## src/hw/rtl/spi_master_byte_shifter_top_assert.svh

```systemverilog
// Assertion macros for the SPI master byte shifter.
// Included by spi_master_byte_shifter_top; needs a clock and reset in scope.
`ifndef SPI_MASTER_BYTE_SHIFTER_TOP_ASSERT_SVH
`define SPI_MASTER_BYTE_SHIFTER_TOP_ASSERT_SVH

// Same-cycle implication, checked outside reset.
`define SMBS_ASSERT_NOW(label, ante, cons) \
   label: assert property (@(posedge clock) disable iff (reset) (ante) |-> (cons)) \
      else $error("smbs assertion failed");

// Next-cycle implication, checked outside reset.
`define SMBS_ASSERT_NEXT(label, ante, cons) \
   label: assert property (@(posedge clock) disable iff (reset) (ante) |=> (cons)) \
      else $error("smbs assertion failed");

`endif

```

## src/hw/rtl/smbs_pkg.sv

```systemverilog
`timescale 1ns / 1ps
// Shared constants, codes and item types for the SPI master byte shifter.
// No dependencies.
package smbs_pkg;

   localparam int FRAME_BITS     = 8;
   localparam int DIVIDER_BITS   = 16;
   localparam int HALF_BITS      = 16;
   localparam int BYTE_BITS      = 8;
   localparam int TOTAL_EDGES    = 2 * FRAME_BITS;
   localparam int EDGE_BITS      = $clog2(TOTAL_EDGES + 1);
   localparam int LOAD_BITS      = (FRAME_BITS < BYTE_BITS) ? FRAME_BITS : BYTE_BITS;
   localparam int DIV_LOAD_BITS  = (DIVIDER_BITS < HALF_BITS) ? DIVIDER_BITS : HALF_BITS;
   localparam int CSR_ADDR_BITS  = 2;
   localparam int CSR_DATA_BITS  = 16;
   localparam int REQ_DATA_BITS  = 16;
   localparam int RSP_DATA_BITS  = 16;

   typedef enum logic [1:0] {
      CMD_IDLE     = 2'd0,
      CMD_SEND     = 2'd1,
      CMD_SELECT   = 2'd2,
      CMD_DESELECT = 2'd3
   } cmd_type;

   typedef enum logic [CSR_ADDR_BITS-1:0] {
      REG_POLARITY    = 2'd0,
      REG_PHASE       = 2'd1,
      REG_HALF_PERIOD = 2'd2
   } csr_reg_type;

   // One tick of input, lowest field in the lowest bits.
   typedef struct packed {
      logic                 miso_level;
      logic [BYTE_BITS-1:0] tx_byte;
      logic [1:0]           command;
   } req_item_type;

   // Pin levels and status after one tick, lowest field in the lowest bits.
   typedef struct packed {
      logic [BYTE_BITS-1:0] rx_byte;
      logic                 done_res;
      logic                 busy_res;
      logic                 nss_level;
      logic                 mosi;
      logic                 sclk;
   } rsp_item_type;

   localparam int REQ_ITEM_BITS = $bits(req_item_type);
   localparam int RSP_ITEM_BITS = $bits(rsp_item_type);

endpackage

```

## src/hw/rtl/smbs_in_stage.sv

```systemverilog
`timescale 1ns / 1ps
// Input register for the request stream of the SPI master byte shifter.
// Depends on smbs_pkg.
module smbs_in_stage
   import smbs_pkg::*;
(
   input  logic                     clock,
   input  logic                     reset,
   input  logic                     req_tvalid,
   output logic                     req_tready,
   input  logic [REQ_DATA_BITS-1:0] req_tdata,
   input  logic                     take,
   output logic                     item_valid,
   output req_item_type             item
);

   logic         valid_ff, valid_in;
   req_item_type item_ff, item_in;

   assign req_tready = !reset && (!valid_ff || take);
   assign item_valid = valid_ff;
   assign item       = item_ff;

   always_comb begin
      valid_in = valid_ff;
      item_in  = item_ff;
      if (req_tvalid && req_tready) begin
         valid_in = 1'b1;
         item_in  = req_item_type'(req_tdata[REQ_ITEM_BITS-1:0]);
      end else if (take) begin
         valid_in = 1'b0;
      end
   end

   always_ff @(posedge clock) begin
      if (reset) begin
         valid_ff <= 1'b0;
      end else begin
         valid_ff <= valid_in;
      end
      item_ff <= item_in;
   end

endmodule

```

## src/hw/rtl/smbs_core.sv

```systemverilog
`timescale 1ns / 1ps
// Shifter state, divider, edge counter and configuration registers.
// Advances by one tick per taken item. Depends on smbs_pkg.
module smbs_core
   import smbs_pkg::*;
(
   input  logic                     clock,
   input  logic                     reset,
   input  logic                     csr_we,
   input  logic [CSR_ADDR_BITS-1:0] csr_addr,
   input  logic [CSR_DATA_BITS-1:0] csr_wdata,
   input  logic                     take,
   input  req_item_type             item,
   output rsp_item_type             result
);

   logic                    polarity_ff, polarity_in;
   logic                    phase_ff, phase_in;
   logic [HALF_BITS-1:0]    half_ff, half_in;

   logic [FRAME_BITS-1:0]   tx_ff, tx_in;
   logic [FRAME_BITS-1:0]   rx_ff, rx_in;
   logic [EDGE_BITS-1:0]    edge_ff, edge_in;
   logic [DIVIDER_BITS-1:0] div_ff, div_in;
   logic                    busy_ff, busy_in;
   logic                    clk_ff, clk_in;
   logic                    dout_ff, dout_in;
   logic                    sel_ff, sel_in;

   logic [DIVIDER_BITS-1:0] limit;
   logic [FRAME_BITS-1:0]   tx_frame;
   logic [EDGE_BITS-1:0]    edge_next;
   logic                    sample;
   logic                    done;
   logic [BYTE_BITS-1:0]    rx_out;

   always_comb begin
      limit = '0;
      limit[DIV_LOAD_BITS-1:0] = half_ff[DIV_LOAD_BITS-1:0];
      tx_frame = '0;
      tx_frame[LOAD_BITS-1:0] = item.tx_byte[LOAD_BITS-1:0];
   end

   // Configuration writes
   always_comb begin
      polarity_in = polarity_ff;
      phase_in    = phase_ff;
      half_in     = half_ff;
      if (csr_we) begin
         unique case (csr_addr)
            REG_POLARITY:    polarity_in = csr_wdata[0];
            REG_PHASE:       phase_in    = csr_wdata[0];
            REG_HALF_PERIOD: half_in     = csr_wdata[HALF_BITS-1:0];
            default:         ;
         endcase
      end
   end

   // One tick of the shifter
   always_comb begin
      tx_in     = tx_ff;
      rx_in     = rx_ff;
      edge_in   = edge_ff;
      div_in    = div_ff;
      busy_in   = busy_ff;
      clk_in    = clk_ff;
      dout_in   = dout_ff;
      sel_in    = sel_ff;
      done      = 1'b0;
      rx_out    = '0;
      edge_next = edge_ff + EDGE_BITS'(1);
      sample    = phase_ff ? !edge_next[0] : edge_next[0];

      if (take) begin
         if (busy_ff) begin
            if (div_ff >= limit) begin
               div_in  = '0;
               clk_in  = !clk_ff;
               edge_in = edge_next;
               if (sample) begin
                  rx_in = {rx_ff[FRAME_BITS-2:0], item.miso_level};
               end else if (edge_next < EDGE_BITS'(TOTAL_EDGES)) begin
                  dout_in = tx_ff[FRAME_BITS-1];
                  tx_in   = {tx_ff[FRAME_BITS-2:0], 1'b0};
               end
               if (edge_next >= EDGE_BITS'(TOTAL_EDGES)) begin
                  busy_in = 1'b0;
                  done    = 1'b1;
                  rx_out[LOAD_BITS-1:0] = rx_in[LOAD_BITS-1:0];
                  clk_in  = polarity_ff;
                  edge_in = '0;
               end
            end else begin
               div_in = div_ff + DIVIDER_BITS'(1);
            end
         end else begin
            case (item.command)
               CMD_SEND: begin
                  tx_in   = tx_frame;
                  rx_in   = '0;
                  edge_in = '0;
                  div_in  = '0;
                  busy_in = 1'b1;
                  clk_in  = polarity_ff;
                  // mode with phase 0 launches the first bit at start
                  if (!phase_ff) begin
                     dout_in = tx_frame[FRAME_BITS-1];
                     tx_in   = {tx_frame[FRAME_BITS-2:0], 1'b0};
                  end
               end
               CMD_SELECT:   sel_in = 1'b0;
               CMD_DESELECT: sel_in = 1'b1;
               default:      ;
            endcase
         end
      end else if (csr_we && csr_addr == REG_POLARITY && !busy_ff) begin
         // idle clock follows the new polarity at once
         clk_in = csr_wdata[0];
      end
   end

   assign result.sclk      = clk_in;
   assign result.mosi      = dout_in;
   assign result.nss_level = sel_in;
   assign result.busy_res  = busy_in;
   assign result.done_res  = done;
   assign result.rx_byte   = rx_out;

   always_ff @(posedge clock) begin
      if (reset) begin
         polarity_ff <= 1'b0;
         phase_ff    <= 1'b0;
         half_ff     <= '0;
         tx_ff       <= '0;
         rx_ff       <= '0;
         edge_ff     <= '0;
         div_ff      <= '0;
         busy_ff     <= 1'b0;
         clk_ff      <= 1'b0;
         dout_ff     <= 1'b0;
         sel_ff      <= 1'b1;
      end else begin
         polarity_ff <= polarity_in;
         phase_ff    <= phase_in;
         half_ff     <= half_in;
         tx_ff       <= tx_in;
         rx_ff       <= rx_in;
         edge_ff     <= edge_in;
         div_ff      <= div_in;
         busy_ff     <= busy_in;
         clk_ff      <= clk_in;
         dout_ff     <= dout_in;
         sel_ff      <= sel_in;
      end
   end

endmodule

```

## src/hw/rtl/smbs_out_stage.sv

```systemverilog
`timescale 1ns / 1ps
// Result register for the response stream of the SPI master byte shifter.
// Depends on smbs_pkg.
module smbs_out_stage
   import smbs_pkg::*;
(
   input  logic                     clock,
   input  logic                     reset,
   input  logic                     load,
   input  rsp_item_type             result,
   output logic                     space,
   output logic                     rsp_tvalid,
   input  logic                     rsp_tready,
   output logic [RSP_DATA_BITS-1:0] rsp_tdata
);

   logic         valid_ff, valid_in;
   rsp_item_type data_ff, data_in;

   assign space      = !valid_ff || rsp_tready;
   assign rsp_tvalid = valid_ff;
   assign rsp_tdata  = RSP_DATA_BITS'(data_ff);

   always_comb begin
      valid_in = valid_ff;
      data_in  = data_ff;
      if (load) begin
         valid_in = 1'b1;
         data_in  = result;
      end else if (rsp_tready) begin
         valid_in = 1'b0;
      end
   end

   always_ff @(posedge clock) begin
      if (reset) begin
         valid_ff <= 1'b0;
      end else begin
         valid_ff <= valid_in;
      end
      data_ff <= data_in;
   end

endmodule

```

## src/hw/rtl/spi_master_byte_shifter_top.sv

```systemverilog
`timescale 1ns / 1ps
// Channel  | Dir | Handshake          | Payload
// req_     | in  | tvalid/tready      | one tick: command, tx_byte, miso_level
// rsp_     | out | tvalid/tready      | pin levels and status after the tick
// csr_     | in  | we, one cycle      | clock_polarity, clock_phase, half_period
//
// One tick accepted per cycle while rsp_ does not stall; each result passes
// through the input register, then the result register, with the shifter
// step between.
// Reset is synchronous, active high; req_tready is low while reset is high.
// A stalled rsp_ side holds the result and backs up into the input register.
// Top level of the SPI master byte shifter. Depends on smbs_pkg, smbs_in_stage,
// smbs_core, smbs_out_stage and spi_master_byte_shifter_top_assert.svh.
`include "spi_master_byte_shifter_top_assert.svh"

module spi_master_byte_shifter_top
   import smbs_pkg::*;
(
   input  logic                     clock,
   input  logic                     reset,
   input  logic                     req_tvalid,
   output logic                     req_tready,
   // [1:0] command, [9:2] tx_byte, [10] miso_level, rest zero
   input  logic [REQ_DATA_BITS-1:0] req_tdata,
   output logic                     rsp_tvalid,
   input  logic                     rsp_tready,
   // [0] sclk, [1] mosi, [2] nss_level, [3] busy_res, [4] done_res,
   // [12:5] rx_byte, rest zero
   output logic [RSP_DATA_BITS-1:0] rsp_tdata,
   input  logic                     csr_we,
   input  logic [CSR_ADDR_BITS-1:0] csr_addr,
   input  logic [CSR_DATA_BITS-1:0] csr_wdata
);

   logic         item_valid;
   req_item_type item;
   rsp_item_type result;
   logic         space;
   logic         take;

   // advance one tick when the result register can take it
   assign take = item_valid && space;

   smbs_in_stage u_in (
      .clock      (clock),
      .reset      (reset),
      .req_tvalid (req_tvalid),
      .req_tready (req_tready),
      .req_tdata  (req_tdata),
      .take       (take),
      .item_valid (item_valid),
      .item       (item)
   );

   smbs_core u_core (
      .clock     (clock),
      .reset     (reset),
      .csr_we    (csr_we),
      .csr_addr  (csr_addr),
      .csr_wdata (csr_wdata),
      .take      (take),
      .item      (item),
      .result    (result)
   );

   smbs_out_stage u_out (
      .clock      (clock),
      .reset      (reset),
      .load       (take),
      .result     (result),
      .space      (space),
      .rsp_tvalid (rsp_tvalid),
      .rsp_tready (rsp_tready),
      .rsp_tdata  (rsp_tdata)
   );

   `SMBS_ASSERT_NEXT(a_take_loads_result, take, rsp_tvalid)
   `SMBS_ASSERT_NOW(a_done_ends_busy, take && result.done_res, !result.busy_res)
   `SMBS_ASSERT_NOW(a_rx_only_on_done, take && !result.done_res, result.rx_byte == '0)

endmodule
```

## config.mk

```make
export PLATFORM = sky130hd
export DESIGN_NAME = spi_master_byte_shifter_top
export DESIGN_NICKNAME = d
export VERILOG_FILES = /design/src/hw/rtl/smbs_pkg.sv /design/src/hw/rtl/smbs_in_stage.sv /design/src/hw/rtl/smbs_core.sv /design/src/hw/rtl/smbs_out_stage.sv /design/src/hw/rtl/spi_master_byte_shifter_top.sv
export VERILOG_INCLUDE_DIRS = /design/src /design/src/hw/rtl
export SDC_FILE = /design/constraint.sdc
export NUM_CORES = 1
export LEC_CHECK = 0
export BUFFER_PORTS_ARGS = -buffer_cell sky130_fd_sc_hd__buf_2
export CAP_MARGIN = 40
export CELL_PAD_IN_SITES_DETAIL_PLACEMENT = 0
export CELL_PAD_IN_SITES_GLOBAL_PLACEMENT = 1
export CORE_MARGIN = 1
export CORE_UTILIZATION = 45
export CTS_BUF_LIST = sky130_fd_sc_hd__clkbuf_2
export DETAILED_ROUTE_END_ITERATION = 8
export HOLD_SLACK_MARGIN = 0.12
export PLACE_DENSITY_LB_ADDON = 0.1
export SLEW_MARGIN = 20
export SYNTH_ARGS = -nofsm -noshare
export SYNTH_HDL_FRONTEND = slang
export SYNTH_SLANG_ARGS = --single-unit
export TNS_END_PERCENT = 100
```

## constraint.sdc

```tcl
create_clock -name clock -period 3.2 [get_ports clock]
set_clock_uncertainty 0.1 [all_clocks]
set_input_delay 0.16 -clock clock [delete_from_list [all_inputs] [get_ports clock]]
set_output_delay 0.16 -clock clock [all_outputs]
set_load 0.005 [all_outputs]
```

# Word level (Yosys, flattened, before mapping)
# Cells that the tools add are included.
# word_totals
reg_bits,85
inputBits,39
output_inout_bits,18
word_cells,104
# classes
add_sub_neg,2
order_cmp,3
eq_ne,8
muxes,44
reduce_logical,25
# op_table
cell,n
two-way mux 8 bit,10
two-way mux 16 bit,3
two-way mux 1 bit,26
two-way mux 5 bit,4
adder 16 x 1 -> 16 bit (second input constant),1
>= comparator 16 bit,1
AND reduction 2 bit,5
equality test 2 bit (second input constant),3
zero test 1 bit,6
inequality test 2 bit (second input constant),3
AND reduction 3 bit,2
nonzero test 2 bit,3
adder 5 x 1 -> 5 bit (second input constant),1
>= comparator 5 bit (second input constant),1
logical AND 1 bit,5
< comparator 5 bit (second input constant),1
AND reduction 5 bit,1
equality test 2 x 1 -> 1 bit (second input constant),2
zero test 2 bit,1
logical OR 1 bit,2
one-hot mux 1 bit (2 select lines),1

# Longest topological paths before layout
# Gate-level depths: netlist of run 1.
# logic_depth
word_depth,7
ltp_mapped,10
mapped_depth_nobuf,8

# Cells and area by module
# From an unflattened synthesis of run 1, not the netlist that was laid out.
# unflattened
hier_cells,453
hier_area_um2,4170.2
# modules_own_cells
module,instances,cells_per_inst,area_each_um2,seq_area_each_um2
smbs_core,1,415,3310.7,1181.1
smbs_out_stage,1,21,462.9,410.4
smbs_in_stage,1,16,390.4,350.3
spi_master_byte_shifter_top,1,1,6.3,0.0

# Least setup slack after synthesis of run 1
# Ideal clock, no wire load.
# synth_timing
path_kind,register to register
startpoint,register u_core.half_ff[13]
endpoint,register u_core.tx_ff[1]
setup_time_ns,0.121
arrival_time_ns,2.290
required_ns,2.979
slack_ns,0.690
stages_incl_launch_ff,9
n_path_buf,0
synth_period_minus_slack_ns,2.510
cell_sequence,dfxtp_1 > inv_1 > ha_1 > a21o_1 > a21o_1 > a2111oi_4 > nand3_2 > a21oi_2 > mux2_2
# synth_between
elab_chain_len,3
# synth_rtl
item,line_no,text
from (decl),smbs_core.sv:19,"logic [HALF_BITS-1:0] half_ff, half_in;"
from (signal assigned),smbs_core.sv:145,half_ff <= half_in;
>= comparator 16 bit,smbs_core.sv:76,if (div_ff >= limit) begin
inequality test 2 bit (no source line),--,
AND reduction 5 bit (no source line),--,
to (signal assigned),smbs_core.sv:146,tx_ff <= tx_in;
to (decl),smbs_core.sv:21,"logic [FRAME_BITS-1:0] tx_ff, tx_in;"
# Every way passes these cells.
# A chain may end at the register's enable or synchronous reset.

# Worst setup path in the final report of run 1
# layout_timing
startpoint,register u_core.div_ff[0]
endpoint,register u_core.tx_ff[6]
# layout_between
elab_chain_len,3
# layout_rtl
item,line_no,text
from (decl),smbs_core.sv:24,"logic [DIVIDER_BITS-1:0] div_ff, div_in;"
from (signal assigned),smbs_core.sv:149,div_ff <= div_in;
>= comparator 16 bit,smbs_core.sv:76,
inequality test 2 bit (no source line),--,
AND reduction 5 bit (no source line),--,
# Every way passes these cells.

==> impl_metrics.json, run 1 <==
{
  "syn_inst": 449,
  "hold_viol_final": 0,
  "fin_setup_tns_ps": 0,
  "root_buffer": "clkbuf_2",
  "grt_pass1_vias": 3274,
  "peakVddDrop_v": 0.000229,
  "core-area_sq_mm": 0.00876,
  "ys_async_sr_fraction": 0,
  "start_kind": "flop",
  "finalSetupViolCount": 0,
  "clk_path_buf_depth": 2,
  "port_buffers": 48,
  "diodes": 0,
  "drive_gt1_frac": 0.167,
  "dp_hpwl_mm": 5.77,
  "ys_seq_area_frac": 0.474,
  "syn_area_sq_mm": 0.00410,
  "detail-route-antenna-nets": 0,
  "yosys_warnings": 0,
  "route.detailed.drc": 0,
  "max_freq_ghz": 0.357,
  "initial_core_util": 0.468,
  "powerDensity_mw_per_mm2": 389,
  "slew_violations": 0,
  "leakage_nw": 1.92,
  "wirelength_mm": 8.78,
  "num_vias": 3358,
  "hold_depth": 2,
  "slew-limit-headroom": 0.507,
  "worstMarginPinSlew_ps": 739,
  "cts_buffers": 9,
  "finalHoldWorstSlack_ps": 194,
  "status": "complete, no violations",
  "grt_util_all_layers": 0.200,
  "finalCritPeriodShare": 0.875,
  "min_path_type": "primary input to flop",
  "synth_edf_count": 24,
  "rsz0062_at_grt": "no",
  "crit_path_max_fanout": 7,
  "die_y_microns": 97.4,
  "crit_type": "flop to flop",
  "clk_latency_ps": 550,
  "finalCriticalPeriod_ps": 2800,
  "worst_setup_path_end_kind": "flop",
  "clkTransAtPathRegs_ps": 240,
  "p_total_mw": 1.94,
  "htreeDepth": 3,
  "cts_setup_buffers": 0,
  "synth_ff_type": "dfxtp_1",
  "cp.required_ps": 3570,
  "cts.sinks": 85,
  "via_per_inst": 5.14,
  "rows": 34,
  "design.portCount": 57,
  "grt_pass1_wl_mm": 15.1,
  "syn_area_per_cell_sq_um": 9.13,
  "drt_iter0_drc": 115,
  "antenna_found_initial": 0,
  "ys_ff_latch": 85,
  "nNetsFinal": 597,
  "cts_tree": "yes",
  "area_growth_pct": 21.8,
  "grt_max_degree": 44,
  "dieWidth_microns": 97.4,
  "avgRoutedWirePerCell_microns": 13.5,
  "final_cell_mix": "nand2_1 (77), dfxtp_1 (61), a21oi_1 (51)",
  "dieArea_sq_mm": 0.00949,
  "reg2reg_depth": 8,
  "layout_commonest_cell": "nand2_1",
  "cts_hold_buf": 41,
  "first_pass_iters": 4,
  "post_cts_resized": 0,
  "pre_cts_slack_ps": 393,
  "ys_types": 54,
  "cap_viol_max_count": 0,
  "grt.overflow.total": 0,
  "cp.arrival_ps": 3170,
  "nFillCells": 833,
  "setup_ws_ps": 400,
  "gp_congestion": 0.779
}
-- area by class of cell --
class	count	area, sq um	share of cell area
inverters	22	82.6	0.0165
well taps	108	135	0.0271
clock inverters	7	75.1	0.0150
clock buffers	9	45.0	0.00903
multi-input cells	322	1980	0.396
repair buffers	100	733	0.147
flip-flops and latches	85	1940	0.389
-- final timing paths --
| check | startpoint | end | slack [ps] |
|---|---|---|---|
| worst max register to register | u_core.div_ff[0] | u_core.tx_ff[6] | 400 |
| worst min-delay path | req_tdata[6] | u_in.item[6] | 190 |
| worst min register to register | u_core.half_ff[15] | u_core.half_ff[15] | 370 |
| worst max-delay path | u_core.div_ff[0] | u_core.tx_ff[6] | 400 |
-- critical path: stages, from the launching register on --
cell and delay [ps]:
dfxtp_1 430, inv_1 80, ha_1 280, nand2b_1 130, a2111oi_0 510, or4b_4 260, nand3_2 130, a21oi_2 420
mux2_2 390
-- synthesized netlist by cell type (all sizes together), types with 6 or more instances --
library cell  count  area (sq um)
a21oi            52           264
buf               8          51.3
clkbuf           14          52.6
dfxtp            61          1220
edfxtp           24           721
ha               18           225
inv              20          75.1
mux2              8          90.1
mux2i            12           120
nand2            77           289
nand3            16          85.1
nand3b           10          75.1
nand4             7          50.1
nor2             37           139
nor2b             8          50.1
nor3              6          35.0
o21ai             6          33.8
xor2             13           114
-- where the power goes --
part	switching [mW]	internal, mW
clock	0.397	0.183
combinational	0.107	0.103
sequential	0.0148	1.14
total	0.519	1.42
-- kinds of logic after synthesis --
family | after synthesis | share of synthesized area
simple gates | 184 | 0.217
buf+inv | 44 | 0.0455
flops | 85 | 0.474
compound gates | 80 | 0.120
mux | 20 | 0.0513
other cells | 1 | 0.000915
xor+xnor | 17 | 0.0363
fa+ha+maj | 18 | 0.0550
-- routing by layer --
metal,global-route usage,wire length (microns),up-vias
li1,-,-,1725
met1,0.270,4380,1551
met2,0.320,3960,72
met3,0.0345,323,10
met4,0.0769,117,0
met5,0,0,-
-- registers in the layout, summed over array words and instances, names as in the netlist --
signal and cells:
u_core.div_ff 16, u_core.half_ff 16, u_out.rsp_tdata 13, u_in.item 11, u_core.rx_ff 8, u_core.tx_ff 8, u_core.edge_ff 5, u_core.busy_ff 1
u_core.clk_ff 1, u_core.dout_ff 1, u_core.phase_ff 1, u_core.polarity_ff 1, u_core.sel_ff 1, u_in.item_valid 1, u_out.rsp_tvalid 1
-- metrics by stage --
stage | instances | cell area [sq um] | utilization
finish | 653 | 4990 | 0.569
global route | 653 | 4990 | 0.569
CTS | 653 | 4990 | 0.569
detailed placement | 596 | 4460 | 0.509
global placement | 596 | 4460 | 0.509
floorplan | 451 | 4110 | -
Power figures use the tool's default switching activity.
==> inputs of run 2 (changes only) <==
--- a/config.mk
+++ b/config.mk
@@ -8,14 +8,12 @@
 export LEC_CHECK = 0
 export BUFFER_PORTS_ARGS = -buffer_cell sky130_fd_sc_hd__buf_2
 export CAP_MARGIN = 40
-export CELL_PAD_IN_SITES_DETAIL_PLACEMENT = 0
-export CELL_PAD_IN_SITES_GLOBAL_PLACEMENT = 1
 export CORE_MARGIN = 1
-export CORE_UTILIZATION = 45
+export CORE_UTILIZATION = 59
 export CTS_BUF_LIST = sky130_fd_sc_hd__clkbuf_2
 export DETAILED_ROUTE_END_ITERATION = 8
 export HOLD_SLACK_MARGIN = 0.12
-export PLACE_DENSITY_LB_ADDON = 0.1
+export PLACE_DENSITY = 0.82
 export SLEW_MARGIN = 20
 export SYNTH_ARGS = -nofsm -noshare
 export SYNTH_HDL_FRONTEND = slang
==> impl_metrics.json, run 2 (synthesis gave the netlist of run 1 again) <==
{
  "status": "complete, no violations",
  "clk_latency_ps": 560,
  "start_kind": "flop",
  "critical-path-max-stage-delay_ps": 560,
  "diodes": 0,
  "place_inst": 566,
  "fin_setup_tns_ps": 0,
  "powerDensity_mw_per_mm2": 383,
  "grt_max_degree": 35,
  "leakage_nw": 1.99,
  "cp.required_ps": 3590,
  "crit_path_cell_trace": "inv_1 > ha_1 > nand2b_1 > a2111oi_0 > or4b_4 > nand3_2 > a21oi_2 > mux2_2",
  "crit_type": "flop to flop",
  "die_y_microns": 85.3,
  "core-area_sq_mm": 0.00676,
  "cts_setup_buffers": 0,
  "design.portCount": 57,
  "route.detailed.drc": 0,
  "cts_tree": "yes",
  "drive_gt1_frac": 0.161,
  "r2r_slack_ps": 240,
  "root_buffer": "clkbuf_2",
  "place_area_sq_mm": 0.00442,
  "avgRoutedWirePerCell_microns": 14.1,
  "layout_commonest_cell": "nand2_1",
  "slowest_stage": "a2111oi_0",
  "dieArea_sq_mm": 0.00728,
  "gp_congestion": 0.788,
  "finalSetupViolCount": 0,
  "slew-limit-headroom": 0.487,
  "area_growth_pct": 23.5,
  "antenna_found_initial": 0,
  "grt_pass1_vias": 3373,
  "dp_hpwl_mm": 5.58,
  "initial_core_util": 0.606,
  "instances_no_fill": 633,
  "port_buffers": 48,
  "finalCritPeriodShare": 0.925,
  "cts.sinks": 85,
  "htreeDepth": 3,
  "grt_pass1_wl_mm": 15.1,
  "num_vias": 3490,
  "slew_violations": 0,
  "peakVddDrop_v": 0.000241,
  "cts_buffers": 9,
  "crit_path_max_fanout": 8,
  "via_per_inst": 5.51,
  "hold_viol_final": 0,
  "grt.overflow.total": 0,
  "max_freq_ghz": 0.338,
  "clk_path_buf_depth": 2,
  "detail-route-antenna-nets": 0,
  "worst_setup_path_end_kind": "flop",
  "clkTransAtPathRegs_ps": 250,
  "nNetsFinal": 606,
  "worstMarginPinSlew_ps": 767,
  "min_path_type": "primary input to flop",
  "cp.arrival_ps": 3340,
  "final_cell_mix": "nand2_1 (77), dfxtp_1 (61), dlygate4sd3_1 (52)",
  "drt_iter0_drc": 165,
  "cap_viol_max_count": 0,
  "rsz0062_at_grt": "no",
  "rows": 30,
  "wirelength_mm": 8.90,
  "dieWidth_microns": 85.3,
  "first_pass_iters": 4,
  "final_cell_area_sq_mm": 0.00506,
  "grt_util_all_layers": 0.263,
  "finalCriticalPeriod_ps": 2960
}
==> run 2: final cells by class <==
cell class	count	area, sq um
multi-input combinational	322	1980
clock buffer	9	45.0
tap	80	100
fill	496	1700
sequential	85	1940
clock inverter	6	71.3
timing repair buffer	109	841
inverter	22	82.6
==> run 2: worst paths after layout <==
| path | startpoint | to | cells past startpoint |
|---|---|---|---|
| max | u_core.div_ff[0] | u_core.tx_ff[1] | 8 |
| max reg2reg | u_core.div_ff[0] | u_core.tx_ff[1] | 8 |
| min reg2reg | u_core.rx_ff[6] | u_core.rx_ff[7] | 2 |
| min | req_tdata[10] | u_in.item[10] | 2 |
==> run 2: worst max-delay path: cells and delay by family, from the launching register on <==
family          cells  cell delay, ps
flops               1             430
simple gates        3             600
fa+ha+maj           1             280
buf+inv             1              70
compound gates      2            1010
mux                 1             390
==> run 2: repair_timing <==
item,CTS,global route
hold buffers,52,0
hold endpoints to repair,53,0
resized for setup,0,0
==> run 2: metrics by stage <==
step	hold slack [ps]	setup slack, ps	util	power [mW]
final	188	241	0.749	1.94
after detailed placement	238	282	0.654	1.34
after floorplan	159	690	-	1.28
after global placement	236	420	0.651	1.33
after CTS	161	294	0.749	1.93
after global routing	174	118	0.749	2.00
==> run 2: power by group <==
part / internal, mW / total, mW / switching, mW
sequential: 1.14 / 1.15 / 0.0151
combinational: 0.105 / 0.213 / 0.109
clock: 0.182 / 0.574 / 0.392
==> run 2: routing by layer <==
| metal | wire length (microns) | GRT usage |
|---|---|---|
| met2 | 4330 | 0.449 |
| met4 | 199 | 0.118 |
| met5 | 0 | 0 |
| met1 | 4020 | 0.335 |
| met3 | 347 | 0.0321 |
